--- src/hw/rtl/dbq_pkg.sv ---
// Shared constants, types and the tanh table of the drive/biquad/mix/limiter block.
// No dependencies; every other file of the block but dbq_if.sv imports this package.
`timescale 1ns / 1ps
`default_nettype none

package dbq_pkg;

  localparam int CHANNELS = 2;
  localparam int BANDS    = 4;

  localparam int CH_W   = (CHANNELS > 1) ? $clog2(CHANNELS) : 1;
  localparam int BAND_W = (BANDS > 1) ? $clog2(BANDS) : 1;
  localparam int COEF_N = 5 * BANDS;
  localparam int COEF_W = $clog2(COEF_N);

  // Accumulator of the shared multiply-accumulate unit.
  localparam int ACC_W = 60;

  localparam int UNITY16    = 65536;
  localparam int CLIP_KNEE  = 31130;
  localparam int CLIP_SPAN  = 1638;
  localparam int TANH_LIMIT = 131072;
  localparam int TEMP_KNEE  = 420;
  localparam int TEMP_OFS   = 320;
  localparam int THERM_NUM  = 6553600;

  // Rounding shifts used by the shared unit.
  localparam logic [4:0] SH_GAIN = 5'd12;
  localparam logic [4:0] SH_TANH = 5'd13;
  localparam logic [4:0] SH_CLIP = 5'd15;
  localparam logic [4:0] SH_Q16  = 5'd16;
  localparam logic [4:0] SH_BIQ  = 5'd20;

  typedef enum logic [2:0] {
    CFG_DRIVE  = 3'd0,
    CFG_WET    = 3'd1,
    CFG_MIX    = 3'd2,
    CFG_MASTER = 3'd3,
    CFG_TEMP   = 3'd4
  } cfg_idx_e;

  // One operation for the shared multiply-accumulate unit.
  typedef struct packed {
    logic                    en;
    logic                    clr;
    logic signed [ACC_W-1:0] init;
    logic signed [31:0]      a;
    logic signed [24:0]      b;
    logic [4:0]              shift;
  } mac_cmd_t;

  // tanh(k/4) in Q.15 for k = 0..16.
  function automatic logic [15:0] tanh_tab(input logic [4:0] k);
    logic [15:0] v;
    case (k)
      5'd0:    v = 16'd0;
      5'd1:    v = 16'd8026;
      5'd2:    v = 16'd15143;
      5'd3:    v = 16'd20813;
      5'd4:    v = 16'd24957;
      5'd5:    v = 16'd27797;
      5'd6:    v = 16'd29660;
      5'd7:    v = 16'd30847;
      5'd8:    v = 16'd31589;
      5'd9:    v = 16'd32048;
      5'd10:   v = 16'd32329;
      5'd11:   v = 16'd32500;
      5'd12:   v = 16'd32606;
      5'd13:   v = 16'd32670;
      5'd14:   v = 16'd32708;
      5'd15:   v = 16'd32732;
      default: v = 16'd32746;
    endcase
    return v;
  endfunction

endpackage

`default_nettype wire

--- src/hw/rtl/dbq_div.sv ---
// Restoring divider for the thermal gain, one quotient bit per cycle.
// Depends on dbq_pkg for the temperature constants.
`timescale 1ns / 1ps
`default_nettype none

module dbq_div import dbq_pkg::*; (
  input  logic        clk_i,
  input  logic        rst_ni,
  input  logic        start_i,
  input  logic [10:0] temp_i,
  output logic        done_o,
  output logic [16:0] quot_o
);

  localparam int NUM_W = 23;

  logic             busy_q, done_q;
  logic [4:0]       cnt_q;
  logic [NUM_W-1:0] num_q;
  logic [10:0]      den_q, rem_q, den;
  logic [11:0]      rs;
  logic             ge;

  assign den = temp_i - 11'(TEMP_OFS);
  assign rs  = {rem_q, num_q[NUM_W-1]};
  assign ge  = rs >= {1'b0, den_q};

  always_ff @(posedge clk_i or negedge rst_ni) begin
    if (!rst_ni) begin
      busy_q <= 1'b0;
      done_q <= 1'b0;
      cnt_q  <= '0;
    end else if (start_i) begin
      cnt_q  <= 5'(NUM_W);
      busy_q <= (temp_i >= 11'(TEMP_KNEE));
      done_q <= (temp_i < 11'(TEMP_KNEE));
    end else if (busy_q) begin
      cnt_q <= cnt_q - 5'd1;
      if (cnt_q == 5'd1) begin
        busy_q <= 1'b0;
        done_q <= 1'b1;
      end
    end
  end

  always_ff @(posedge clk_i) begin
    if (start_i) begin
      rem_q <= '0;
      den_q <= den;
      if (temp_i < 11'(TEMP_KNEE)) begin
        num_q <= NUM_W'(UNITY16);
      end else begin
        num_q <= NUM_W'(THERM_NUM) + NUM_W'(den >> 1);
      end
    end else if (busy_q) begin
      rem_q <= ge ? 11'(rs - {1'b0, den_q}) : 11'(rs);
      num_q <= {num_q[NUM_W-2:0], ge};
    end
  end

  assign done_o = done_q;
  assign quot_o = num_q[16:0];

endmodule

`default_nettype wire

--- config.mk ---
export PLATFORM = sky130hd
export DESIGN_NAME = dbq_div
export DESIGN_NICKNAME = d
export VERILOG_FILES = /design/src/hw/rtl/dbq_pkg.sv /design/src/hw/rtl/dbq_div.sv
export SDC_FILE = /design/constraint.sdc
export NUM_CORES = 1
export LEC_CHECK = 0
export ABC_CLOCK_PERIOD_IN_PS = 2880
export BUFFER_PORTS_ARGS = -buffer_cell sky130_fd_sc_hd__buf_4
export CAP_MARGIN = 20
export CORE_ASPECT_RATIO = 1.5
export CORE_MARGIN = 2
export CORE_UTILIZATION = 40
export CTS_BUF_LIST = sky130_fd_sc_hd__clkbuf_16
export DETAILED_ROUTE_END_ITERATION = 12
export PLACE_DENSITY = 0.58
export REMOVE_ABC_BUFFERS = 1
export SYNTH_ARGS = -nofsm -noshare
export SYNTH_HDL_FRONTEND = slang
export SYNTH_SLANG_ARGS = --single-unit
export TNS_END_PERCENT = 5
--- constraint.sdc ---
create_clock -name clk_i -period 2.88 [get_ports clk_i]
set_input_delay 0.576 -clock clk_i [delete_from_list [all_inputs] [get_ports clk_i]]
set_output_delay 0.576 -clock clk_i [all_outputs]
set_load 0.02 [all_outputs]
-- After elaboration in Yosys (flattened, before gate mapping)
Index checks and enable logic that the tools add are counted.
- register bits: 52
- input bits: 14
- output and inout bits: 18
- logic and storage cells: 29
- $add $sub $neg: 4
- $lt $le $gt $ge: 3
- equal/unequal tests: 1
- mux-type cells: 12
- reductions and logical operators: 3
- operator list (operator ; count):
    $mux 23 ; 3
    $add 22x11->23 const A ; 1
    $ge 12x11->1 ; 1
    $ge 11x9->1 const B ; 1
    $lt 11x9->1 const B ; 1
    $mux 11 ; 1
    $sub 11x11->11 ; 1
    $sub 11x9->11 const B ; 1
    $mux 5 ; 2
    $mux 1 ; 6
    $eq 5x1->1 const B ; 1
    $sub 5x1->5 const B ; 1
    $reduce_bool 2->1 ; 2
    $reduce_and 2->1 ; 1

-- Logic depth before layout (Yosys ltp)
- depth in word-level cells: 4
- gate-level depth with buffers: 10
- gate-level depth less buffers: 9

-- Worst setup path after synthesis
No wires, ideal clock.
- path kind: input to register
- from: in start_i
- to: reg num_q[0] (enable)
- setup time: 418 ps
- data arrival time: 1886 ps
- data required time: 2462 ps
- setup slack: 576 ps
- stages: 5
- buffers on the path: 3
- path through: clkbuf_1 > inv_1 > clkbuf_1 > clkbuf_1 > nand2_1
- longest elaborated chain between the ends: 1
- RTL lines (item ; line ; source):
    start: declaration ; dbq_div.sv:9 ; input logic start_i,
    $reduce_bool 2->1 (no line) ; n/a ;
    end signal: assignment ; dbq_div.sv:51 ; num_q <= NUM_W'(UNITY16);
    end signal: assignment ; dbq_div.sv:53 ; num_q <= NUM_W'(THERM_NUM) + NUM_W'(den >> 1);
    end signal: assignment ; dbq_div.sv:57 ; num_q <= {num_q[NUM_W-2:0], ge};
    end: declaration ; dbq_div.sv:19 ; logic [NUM_W-1:0] num_q;
No other way between the ends.
A chain may end at the register's enable or synchronous reset.

-- Worst setup path after layout
- from: reg num_q[22]
- to: reg rem_q[4]
- longest elaborated chain between the ends: 2
- elaborated cells on any way between the ends: 3
- those cells by class: add/sub: 1; order compare: 1; mux: 1
- RTL lines (item ; line ; source):
    $sub 11x11->11 / $ge 12x11->1 (equally long branches) ; dbq_div.sv:56, dbq_div.sv:26 ;
    $mux 11 * ; dbq_div.sv:56 ; rem_q <= ge ? 11'(rs - {1'b0, den_q}) : 11'(rs);
    end signal: assignment ; dbq_div.sv:56 ;
    end: declaration ; dbq_div.sv:20 ; logic [10:0] den_q, rem_q, den;
Mark *: on every way between the ends. The rest lies on a longest branch, timed or not.

==> flow_summary.toml <==
[outcome]
status = "completed"

[grt]
grt_pass1_wl_um = 9980
overflow = 0
antenna_found_initial = 0
grt.total_usage_pct = 16.5
grt_max_degree = 38
grt_pass1_vias = 1998

[hold_path]
hold_class = "input port to asynchronous set/reset pin"

[critical_path]
path_class = "register to register"
critPathLaunchType = "register"
cp-startpoint = "num_q[22]$_DFFE_PP_"
reg2reg_to = "rem_q[4]$_SDFFE_PP0P_"
worstPathRequired_ns = 3.08
worstSetupEndpointType = "register"
cp.arrival_ns = 2.59
r2r_cells = 9
ff2ff_setup_slack_ns = 0.49
rr_startpoint = "num_q[22]$_DFFE_PP_"
worstPathMaxFanout = 15

[cts]
cts_setup_buffers = 0
cts_made_buffers = 5
cts_buffer_depth = 2
ctsHoldBuffers = 0
cts_root_buf = "clkbuf_16"
cts_tree = "done"
cts_max_level = 2
clock-sinks = 52
clkTransAtPathRegs_ns = 0.07
cts_resized = 0
clock_latency_ns = 0.29

[synth]
synth_adder_area_share_pct = 7.01
synth_area_um2 = 2960
synth_top_family_by_area = "compound AO/OA/AOI/OAI gates"
synth_top_flop_cell = "edfxtp_1"
synth_seq_cells = 52
yosys-top-cells-area = "edfxtp_1 34%, dfxtp_1 7.4%, ha_1 6.3%"
synthCells = 270
synth_area_per_cell_um2 = 11.0
synth_top_area_share_pct = 34.5
synth_mux_area_share_pct = 2.37
synth-xor-area-share_pct = 3.55
yosys.area.top_type = "edfxtp_1"
synth_edf_count = 34
synth_compound_area_share_pct = 15.4
yosysWarningCount = 0
synth_simple_gate_area_share_pct = 14.7
synthDistinctLibCells = 52
async_reset_ff_share_pct = 13.5
yosysSeqAreaShare_pct = 47.8

[layout]
final_layout_size_suffix_gt1_share_pct = 19.6
area_growth_pct = 12.5
final_util_pct = 46.1
diodes = 0
fillers = 724
final_nets = 314

[placed_design]
hpwlAfterDp_um = 4180
io_buffers = 31
gp_congestion = 0.770

[routing]
routed_wl_um = 5890
vias = 1950
vias_per_cell = 5.06
drt_iter0_markers = 89
ant_nets = 0
first_pass_iters = 6
routedWlPerCell_um = 15.3
drc = 0

[sta]
setup_tns_ns = 0
setup_viol = 0
grt_setup_unrepaired = "no"
worst_slew_pin_slew_ns = 0.526
slew_violations = 0
period_share_pct = 83.0
fmax_ghz = 0.418
finalHoldViolations = 0
finalCriticalPeriod_ns = 2.39
clock_skew_ns = 0.00580
slew_headroom_pct = 64.8

[floorplanning]
rows = 38
io_pins = 32
die_w_um = 74.3
core_um2 = 7230
die_h_um = 109
dieArea_um2 = 8120
start_util_pct = 41.0

[power]
p_leak_nw = 1.39
ir_worst_vdd_v = 0.000439
power.density_nw_per_um2 = 711

[flow_run]
drv_cap = 0
[report_power, final]
part | switching, mW | total (mW) | internal [mW]
Sequential | 0.0556 | 0.960 | 0.904
Combinational | 0.412 | 0.729 | 0.318
Clock | 0.272 | 0.680 | 0.409
[final cells by class]
type                            instances  area [µm²]  area share, %
Timing Repair Buffer                   36         270           8.11
Sequential cell                        52        1420           42.5
Inverter                               21        78.8           2.36
Multi-Input combinational cell        168        1270           38.3
Clock inverter                          3        42.5           1.28
Clock buffer                            5         125           3.75
Tap cell                              100         125           3.75
[cell usage in the layout (no fill, tap or decap), types with 2 or more instances in the layout]
master / count
o21a_1: 2
nand2_1: 15
o21ai_1: 2
o211ai_1: 3
dfxtp_1: 11
nor2_1: 21
mux2i_1: 7
clkbuf_16: 5
nor2b_1: 10
o22ai_1: 2
a311oi_1: 2
nor3_1: 3
xnor2_1: 9
nor4_2: 2
nand3_1: 4
a21o_1: 3
a22o_1: 10
ha_1: 15
o31ai_1: 2
buf_4: 36
inv_1: 21
a211oi_1: 7
edfxtp_1: 34
xor2_1: 3
nand2b_1: 4
o21ai_0: 7
nor4_1: 4
dfrtp_1: 7
a21oi_1: 8
o21ai_4: 2
[metrics by stage]
stage	hold slack [ns]	total power, mW	instance area (µm²)	setup slack (ns)	cells
final	0.0806	2.37	3330	0.489	385
after global routing	0.0800	2.51	3330	0.325	385
after CTS	0.0778	2.40	3330	0.459	385
after detailed placement	0.397	1.71	3170	0.469	377
after global placement	0.397	1.71	3170	0.520	377
after floorplan	0.280	1.50	2770	0.731	241
[cell usage after synthesis (all sizes together), types with 7 or more instances]
cell type	n
dfxtp	11
inv	21
nor4	7
nor2b	11
a22o	10
xnor2	9
nor2	21
mux2i	7
o21ai	12
dfrtp	7
buf	20
nand2	15
edfxtp	34
a21oi	9
ha	15
clkbuf	9
a211oi	8
[how the worst max path moves through the flow]
stage	to	slack, ns	depth (start not counted)
floorplan	rem_q[1]$_SDFFE_PP0P_	0.73	9
detailed placement	rem_q[8]$_SDFFE_PP0P_	0.47	9
CTS	rem_q[4]$_SDFFE_PP0P_	0.46	9
finish	rem_q[4]$_SDFFE_PP0P_	0.49	9
global placement	rem_q[8]$_SDFFE_PP0P_	0.52	9
global route	rem_q[7]$_SDFFE_PP0P_	0.32	9
[cell families (layout without fill, tap and decap cells)]
family                     after synthesis  in the layout
buffers and inverters                   50             65
DFF                                     52             52
muxes                                    7              7
adders and majority gates               16             16
AOI/OAI and AO/OA                       59             59
xor gates and xnor gates                12             12
and+or+nand+nor                         74             74
[state kept, by name, summed over array words and instances (netlist names)]
| name | cells |
|---|---|
| busy_q | 1 |
| cnt_q | 5 |
| den_q | 11 |
| done_o | 1 |
| num_q | 23 |
| rem_q | 11 |
[worst max-delay path, cell delays in order, from the launching register on]
cell      delay [ns]
edfxtp_1        0.34
inv_1           0.05
ha_1            0.21
fa_1            0.44
nor2b_4         0.15
o31a_4          0.16
o21ai_4         0.09
o21ai_4         0.44
mux2i_1         0.16
a211oi_1        0.26
[metal layers]
layer | track usage [%] | up-vias | part of all wire [%]
met1 | 20.7 | 932 | 43
li1 | - | 977 | -
met2 | 28.1 | 34 | 52
met3 | 2.66 | 7 | 2.7
met5 | 0 | - | 0
met4 | 6.51 | 0 | 1.8
Note: power is estimated with default switching activity, not from simulation.
