==> src/hw/rtl/dbq_pkg.sv <==
// Shared constants, types and the tanh table of the drive/biquad/mix/limiter block.
// No dependencies; every other file of the block but dbq_if.sv imports this package.
`timescale 1ns / 1ps
`default_nettype none

package dbq_pkg;

  localparam int CHANNELS = 2;
  localparam int BANDS    = 4;

  localparam int CH_W   = (CHANNELS > 1) ? $clog2(CHANNELS) : 1;
  localparam int BAND_W = (BANDS > 1) ? $clog2(BANDS) : 1;
  localparam int COEF_N = 5 * BANDS;
  localparam int COEF_W = $clog2(COEF_N);

  // Accumulator of the shared multiply-accumulate unit.
  localparam int ACC_W = 60;

  localparam int UNITY16    = 65536;
  localparam int CLIP_KNEE  = 31130;
  localparam int CLIP_SPAN  = 1638;
  localparam int TANH_LIMIT = 131072;
  localparam int TEMP_KNEE  = 420;
  localparam int TEMP_OFS   = 320;
  localparam int THERM_NUM  = 6553600;

  // Rounding shifts used by the shared unit.
  localparam logic [4:0] SH_GAIN = 5'd12;
  localparam logic [4:0] SH_TANH = 5'd13;
  localparam logic [4:0] SH_CLIP = 5'd15;
  localparam logic [4:0] SH_Q16  = 5'd16;
  localparam logic [4:0] SH_BIQ  = 5'd20;

  typedef enum logic [2:0] {
    CFG_DRIVE  = 3'd0,
    CFG_WET    = 3'd1,
    CFG_MIX    = 3'd2,
    CFG_MASTER = 3'd3,
    CFG_TEMP   = 3'd4
  } cfg_idx_e;

  // One operation for the shared multiply-accumulate unit.
  typedef struct packed {
    logic                    en;
    logic                    clr;
    logic signed [ACC_W-1:0] init;
    logic signed [31:0]      a;
    logic signed [24:0]      b;
    logic [4:0]              shift;
  } mac_cmd_t;

  // tanh(k/4) in Q.15 for k = 0..16.
  function automatic logic [15:0] tanh_tab(input logic [4:0] k);
    logic [15:0] v;
    case (k)
      5'd0:    v = 16'd0;
      5'd1:    v = 16'd8026;
      5'd2:    v = 16'd15143;
      5'd3:    v = 16'd20813;
      5'd4:    v = 16'd24957;
      5'd5:    v = 16'd27797;
      5'd6:    v = 16'd29660;
      5'd7:    v = 16'd30847;
      5'd8:    v = 16'd31589;
      5'd9:    v = 16'd32048;
      5'd10:   v = 16'd32329;
      5'd11:   v = 16'd32500;
      5'd12:   v = 16'd32606;
      5'd13:   v = 16'd32670;
      5'd14:   v = 16'd32708;
      5'd15:   v = 16'd32732;
      default: v = 16'd32746;
    endcase
    return v;
  endfunction

endpackage

`default_nettype wire

==> src/hw/rtl/dbq_mac.sv <==
// Shared signed multiply-accumulate unit with round-half-up and 32-bit saturation.
// Depends on dbq_pkg for the command struct and accumulator width.
`timescale 1ns / 1ps
`default_nettype none

module dbq_mac import dbq_pkg::*; (
  input  logic               clk_i,
  input  logic               rst_ni,
  input  mac_cmd_t           cmd_i,
  output logic signed [31:0] res_o
);

  localparam logic signed [ACC_W-1:0] MAX32 = ACC_W'(64'sh7FFF_FFFF);
  localparam logic signed [ACC_W-1:0] MIN32 = -MAX32 - ACC_W'(1);

  logic signed [ACC_W-1:0] acc_q, acc_d;
  logic [4:0]              shift_q;
  logic signed [56:0]      prod;
  logic signed [ACC_W-1:0] rnd, shd;

  assign prod  = cmd_i.a * cmd_i.b;
  assign acc_d = (cmd_i.clr ? cmd_i.init : acc_q) + ACC_W'(prod);

  always_ff @(posedge clk_i or negedge rst_ni) begin
    if (!rst_ni) begin
      acc_q   <= '0;
      shift_q <= SH_Q16;
    end else if (cmd_i.en) begin
      acc_q   <= acc_d;
      shift_q <= cmd_i.shift;
    end
  end

  always_comb begin
    rnd = acc_q + (ACC_W'(1) << (shift_q - 5'd1));
    shd = rnd >>> shift_q;
    if (shd > MAX32) begin
      res_o = 32'sh7FFF_FFFF;
    end else if (shd < MIN32) begin
      res_o = 32'sh8000_0000;
    end else begin
      res_o = shd[31:0];
    end
  end

endmodule

`default_nettype wire

==> config.mk <==
export PLATFORM = sky130hd
export DESIGN_NAME = dbq_mac
export DESIGN_NICKNAME = d
export VERILOG_FILES = /design/src/hw/rtl/dbq_pkg.sv /design/src/hw/rtl/dbq_mac.sv
export SDC_FILE = /design/constraint.sdc
export NUM_CORES = 2
export LEC_CHECK = 0
export ABC_CLOCK_PERIOD_IN_PS = 6400
export BUFFER_PORTS_ARGS = -buffer_cell sky130_fd_sc_hd__buf_2
export CAP_MARGIN = 20
export CORE_MARGIN = 5
export CORE_UTILIZATION = 55
export DETAILED_ROUTE_END_ITERATION = 10
export PLACE_DENSITY_LB_ADDON = 0.08
export SLEW_MARGIN = 20
export SYNTH_ARGS = -nofsm -noshare
export SYNTH_HDL_FRONTEND = slang
export SYNTH_SLANG_ARGS = --single-unit
==> constraint.sdc <==
create_clock -name clk_i -period 6.4 [get_ports clk_i]
set_input_delay 0.32 -clock clk_i [delete_from_list [all_inputs] [get_ports clk_i]]
set_output_delay 0.32 -clock clk_i [all_outputs]
set_load 0.1 [all_outputs]
Word level (Yosys, flattened, before mapping)
Cells that the tools add are included.
{ "word_totals": {"ff_bits": 65, "latch_bits": 0, "ram_bits": 0, "mem_bits_ro": 0, "n_memories": 0} }
{ "classes": {"add_sub_neg": 3, "mul": 1, "n_div": 0, "n_lt_le_gt_ge": 2, "n_eq_ne": 0, "n_shift": 2, "mux": 3, "n_bitwise": 0, "reduce_logical": 0} }
{ "ops": {"columns": ["operator", "count"], "rows": [
  ["32-bit two-way mux", 2],
  ["60-bit by 57-bit adder with 60-bit output", 1],
  ["60-bit adder", 1],
  ["60-bit by 32-bit greater-than comparator with 1-bit output (second input constant)", 1],
  ["60-bit by 32-bit < comparator with 1-bit output (second input constant)", 1],
  ["60-bit two-way mux", 1],
  ["1-bit by 5-bit left shift with 60-bit output (first input constant)", 1],
  ["60-bit by 5-bit >>> shifter with 60-bit output", 1],
  ["32-bit by 25-bit multiplier with 57-bit output", 1],
  ["5-bit by 1-bit subtractor with 5-bit output (second input constant)", 1]
]} }

Logic depth before layout (Yosys ltp)
{ "logic_depth": {"ltp_word": 7, "mapped_depth": 31} }

Least setup slack after synthesis
No wires, ideal clock.
{ "synth_path": {"path_type": "register to output", "from": "register shift_q[1]", "to": "output port res_o[10]", "arrival_ns": 7.955, "required_ns": 6.080, "path_slack_ns": -1.875, "path_stages_with_launch": 27, "path_buffers": 7, "cell_sequence": "dfrtp_1 clkbuf_1 clkbuf_1 buf_1 clkbuf_1 buf_1 nand2_1 nor2_1 ha_1 a21oi_2 nor2_1 nor4b_2 o31ai_4 a311oi_2 or2_4 nor3_1 xnor2_2 inv_1 clkbuf_1 nand2_1 o221a_2 a221oi_1 nand4_1 nor4_1 a31oi_1 clkbuf_1 o21ai_1"} }
{ "synth_via": {"elab_chain_cells": 7, "elab_cells_between_ends": 8, "classes_between": "add/sub: 2; order compare: 2; shift: 2; mux: 2"} }
{ "synth_lines": {"columns": ["element", "line", "source"], "rows": [
  ["start: declaration", "dbq_mac.sv:17", "logic [4:0] shift_q;"],
  ["start signal: assignment", "dbq_mac.sv:30", "shift_q <= cmd_i.shift;"],
  ["5-bit by 1-bit subtractor with 5-bit output", "dbq_mac.sv:35", "rnd = acc_q + (ACC_W'(1) << (shift_q - 5'd1));"],
  ["1-bit by 5-bit left shift with 60-bit output", "dbq_mac.sv:35", null],
  ["60-bit adder", "dbq_mac.sv:35", null],
  ["60-bit by 5-bit >>> shifter with 60-bit output *", "dbq_mac.sv:36", "shd = rnd >>> shift_q;"],
  ["60-bit by 32-bit < comparator with 1-bit output", "dbq_mac.sv:39", "end else if (shd < MIN32) begin"],
  ["32-bit two-way mux", "dbq_mac.sv:39", null],
  ["32-bit two-way mux *", "dbq_mac.sv:37", "if (shd > MAX32) begin"],
  ["end: declaration", "dbq_mac.sv:10", "output logic signed [31:0] res_o"]
]} }
Mark *: on every way between the ends. The rest lies on a longest branch, timed or not.

Worst setup path in the final report
{ "layout_path": {"from": "input port cmd_i[11] (netlist bit)", "to": "register acc_q[59]"} }
{ "layout_via": {"elab_chain_cells": 2} }
{ "layout_lines": {"columns": ["element", "line", "source"], "rows": [
  ["start: declaration", "dbq_mac.sv:9", "input mac_cmd_t cmd_i,"],
  ["32-bit by 25-bit multiplier with 57-bit output", "dbq_mac.sv:21", "assign prod = cmd_i.a * cmd_i.b;"],
  ["60-bit by 57-bit adder with 60-bit output", "dbq_mac.sv:22", "assign acc_d = (cmd_i.clr ? cmd_i.init : acc_q) + ACC_W'(prod);"],
  ["end signal: assignment", "dbq_mac.sv:26", "acc_q <= '0;"],
  ["end signal: assignment", "dbq_mac.sv:29", "acc_q <= acc_d;"],
  ["end: declaration", "dbq_mac.sv:16", "logic signed [ACC_W-1:0] acc_q, acc_d;"]
]} }
No other way between the ends.
A chain may end at the register's enable or synchronous reset.

==> impl_summary.txt <==
----------------------------------------------------
[Synthesis]
  Distinct cell type count after synthesis ... between 90 and 100
  Most instantiated flip-flop cell in the synthesis netlist ... sky130_fd_sc_hd__dfrtp_1
  Syn_area_per_cell ... 8.76 µm²
  Mapped Nets ... 5857
  Sequential area share after synthesis ... 0.0404
  Flip-flop and latch count after synthesis ... 65
  YS warnings ... 0
  Cell area after synthesis ... slightly above 0.04 mm²
  Number of flops mapped to enable cells by yosys ... 0
  Ys async rst share ... 1.00
  Gate count of the mapped netlist ... around 4600

[Run status]
  Result of the run ... complete, but fails checks
  Failing checks ... negative setup slack

[Min path]
  Kind of path behind the tightest hold check ... in -> async

[Die]
  Die ar. ... roughly 0.08 mm²
  Count of pins on the block boundary ... 158
  Core Area ... 0.0728 mm²
  Die Y-Extent ... 281 µm
  Die Wd ... 281 µm
  Effective utilization at floorplan ... 0.553
  Number of rows in the core area ... 99

[Worst setup path]
  Critical register-to-register path startpoint ... acc_q[5]$_DFFE_PN0P_
  Largest fanout on the critical path ... 6
  Cell type of the slowest stage on the worst timing path ... sky130_fd_sc_hd__fa_1
  Delay of the slowest cell on the worst path ... 580 ps
  FF-to-FF path depth ... 28
  Critical setup path kind ... in -> reg
  Most Frequent Cell on Critical Path ... sky130_fd_sc_hd__fa_1
  Worst path required time ... about 6600 ps
  Setup crit end kind ... flip-flop
  Endpoint of the worst-slack reg-to-reg timing path ... acc_q[59]$_DFFE_PN0P_
  Arrival @ worst endpoint ... between 7000 and 8000 ps
  Setup slack of the worst register-to-register path ... -620 ps
  Type of element launching the critical path ... primary input

[Placed design]
  Placed inst area ... 0.0474 mm²
  HPWL Detailed ... between 100000 and 150000 µm
  Port Buffer Count ... ~160
  Routability cong. ... just over 0.9

[Timing]
  Measured slew at the worst slew-check pin ... 971 ps
  Fin worst setup slack ... -907 ps
  Unrepaired setup endpoints after global routing ... yes
  Hold violation count in the final report ... 0
  Number of slew-limit violations in the final report ... 0
  Final period util ... 1.14
  Maximum clock frequency ... 137 MHz
  Tmin final ... ~7300 ps
  Max-Slew Margin vs Limit ... 0.353
  Setup skew after layout ... ~14 ps
  Count of final setup violators ... 58

[Layout]
  Fraction of layout cells with a size suffix above 1 ... 0.269
  Filler cell count in the final layout ... around 6000
  Relative area change from synthesis to final layout ... 26.3%
  Final #Nets ... between 6000 and 7000
  Total non-filler cell area in the finished layout ... between 0.05 and 0.06 mm²

[Clock network]
  Clock transition at the register clock pins on the worst setup and hold paths after CTS ... about 60 ps
  Number of clock buffers inserted by TritonCTS ... 9
  CTS H-tree depth ... 3
  Number of sinks handled by clock tree synthesis ... 65
  Clk_lat worst skew ... between 300 and 400 ps
  Maximum buffer depth of the clock tree ... 2
  Clock tree from TritonCTS ... built
  Root buffer cell ... sky130_fd_sc_hd__clkbuf_16

[Routing]
  Count of vias placed by the detailed router ... between 30000 and 40000
  Number of design-rule violations left by the first detailed-router iteration ... 2262
  Remaining routing DRC violations ... 0
  Number of vias per cell ... about 5.5
  Aggregate routed wire length ... 124000 µm
  Detailed Routing Iterations Pass 1 ... 6
  Count of antenna-violating nets left after detailed routing ... 0
  Post-detailed-route wirelength per cell ... slightly below 20 µm

[Flow run]
  Number of max-capacitance violations reported ... 0

[Global route]
  Global-route congestion overflow total ... 0
  Global-route wire length before repair ... roughly 200000 µm
  Number of global-route vias before repair ... 37200
  Number of antenna violations at the first check in global routing ... 6
  GRT Resource Usage Total ... 0.319
  Largest net degree at the start of global routing ... between 60 and 70

----------------------------------------------------
metal layers:
layer | vias to the layer above | routed length [µm] | global-route usage
li1 | 15500 | - | -
met1 | 17500 | 49100 | 0.409
met2 | 1015 | 63400 | 0.572
met3 | 274 | 5910 | 0.0273
met4 | 2 | 5300 | 0.109
met5 | - | 13 | 0
worst max path at each step:
stage / cells past startpoint / end / slack (ps) / startpoint
6_report: 31 / acc_q[59]$_DFFE_PN0P_ / -910 / cmd_i[11]
5_1_grt: 30 / acc_q[59]$_DFFE_PN0P_ / -1130 / cmd_i[9]
4_1_cts: 28 / acc_q[58]$_DFFE_PN0P_ / -840 / cmd_i[29]
3_5_place_dp: 28 / acc_q[59]$_DFFE_PN0P_ / -1710 / cmd_i[22]
3_3_place_gp: 28 / acc_q[59]$_DFFE_PN0P_ / -1600 / cmd_i[22]
2_1_floorplan: 29 / acc_q[57]$_DFFE_PN0P_ / -820 / cmd_i[39]
worst max-delay path: cells and delay by family:
kind / cells / cell delay (ps)
buffers and inverters: 7 / 700
AND/OR/NAND/NOR: 2 / 250
AO/OA/AOI/OAI: 13 / 2420
XOR/XNOR: 1 / 140
adder cells (fa/ha/maj): 8 / 3670
synthesized netlist by cell type, drive strengths merged (8+ instances only):
library cell / instances / area, µm²
inv: 991 / 3720
o21a: 16 / 120
fa: 915 / 18300
xnor2: 73 / 654
a21o: 40 / 303
nand2: 721 / 2710
nand3: 32 / 160
buf: 25 / 154
nand4: 25 / 156
o21bai: 11 / 82.6
ha: 220 / 2750
nor2b: 10 / 62.6
mux2: 124 / 1400
and3: 14 / 88.8
o22ai: 8 / 50.1
a21oi: 146 / 738
o211ai: 28 / 210
nand2b: 22 / 138
and2: 219 / 1370
mux4: 11 / 250
mux2i: 88 / 881
nor2: 193 / 727
or2: 9 / 58.8
a21boi: 9 / 67.6
nor3: 32 / 160
a31oi: 13 / 81.3
xor2: 40 / 350
or3: 9 / 56.3
a211oi: 22 / 170
clkbuf: 212 / 905
a221oi: 11 / 96.3
o21ai: 134 / 674
dfrtp: 64 / 1600
o31ai: 12 / 104
state kept, by name (all words and copies together), names as in the netlist:
name / flops
acc_q: 60
shift_q: 5
logic make-up (layout without fill, tap and decap cells):
| group | count (synthesis) | after routing | synth area share |
|---|---|---|---|
| compound gates | 525 | 525 | 0.0846 |
| xor+xnor | 113 | 113 | 0.0249 |
| fa+ha+maj | 1135 | 1135 | 0.523 |
| buf+inv | 1232 | 1961 | 0.119 |
| flops | 65 | 65 | 0.0404 |
| mux | 223 | 223 | 0.0627 |
| other cells | 0 | 2 | 0 |
| simple gates | 1303 | 1303 | 0.145 |
cell type report:
cell class                 count  area, µm²  share of cell area
antenna                        2       5.00           0.0000984
clock buffer                   9        225             0.00443
clock inverter                 7       60.1             0.00118
inverter                     993       3740              0.0735
multi-input combinational   3299      35800               0.703
sequential                    65       1630              0.0321
tap                          959       1200              0.0236
timing repair buffer         952       8230               0.162
placed cells by master, fill, tap and decap left out, types with 61 or more instances in the layout:
cell type and instances:
sky130_fd_sc_hd__inv_1 974, sky130_fd_sc_hd__fa_1 894, sky130_fd_sc_hd__buf_4 702, sky130_fd_sc_hd__nand2_1 688, sky130_fd_sc_hd__and2_1 216, sky130_fd_sc_hd__ha_1 187
sky130_fd_sc_hd__nor2_1 162, sky130_fd_sc_hd__mux2_2 118, sky130_fd_sc_hd__a21oi_1 118, sky130_fd_sc_hd__buf_2 92, sky130_fd_sc_hd__mux2i_1 85, sky130_fd_sc_hd__o21ai_0 78
sky130_fd_sc_hd__buf_6 70, sky130_fd_sc_hd__xnor2_1 68, sky130_fd_sc_hd__buf_12 66, sky130_fd_sc_hd__dfrtp_1 61
metrics by stage:
| step | utilization | setup WS, ps | hold slack, ps | setup TNS [ps] | instances |
|---|---|---|---|---|---|
| after CTS | 0.682 | -839 | 123 | -11650 | 6245 |
| after floorplan | - | -824 | 24.4 | -6810 | 4596 |
| final | 0.698 | -907 | 32.9 | -20670 | 6286 |
| after global placement | 0.651 | -1600 | 496 | -38750 | 6166 |
| after detailed placement | 0.651 | -1710 | 507 | -40330 | 6166 |
| after global routing | 0.698 | -1130 | 133 | -29400 | 6284 |
timing repair:
action                                 4_1_cts  5_1_grt
hold buffers                                 0        0
cloned                                       4        3
endpoints found under the hold margin        0        0
resized for setup                          339      193
pin swaps                                  124       92
setup buffers                               64       40
setup endpoints to repair                   62       64
Power is left out: the tool's default activity adds up to more than one toggle a clock period on the data nets, which glitch-free logic cannot reach.
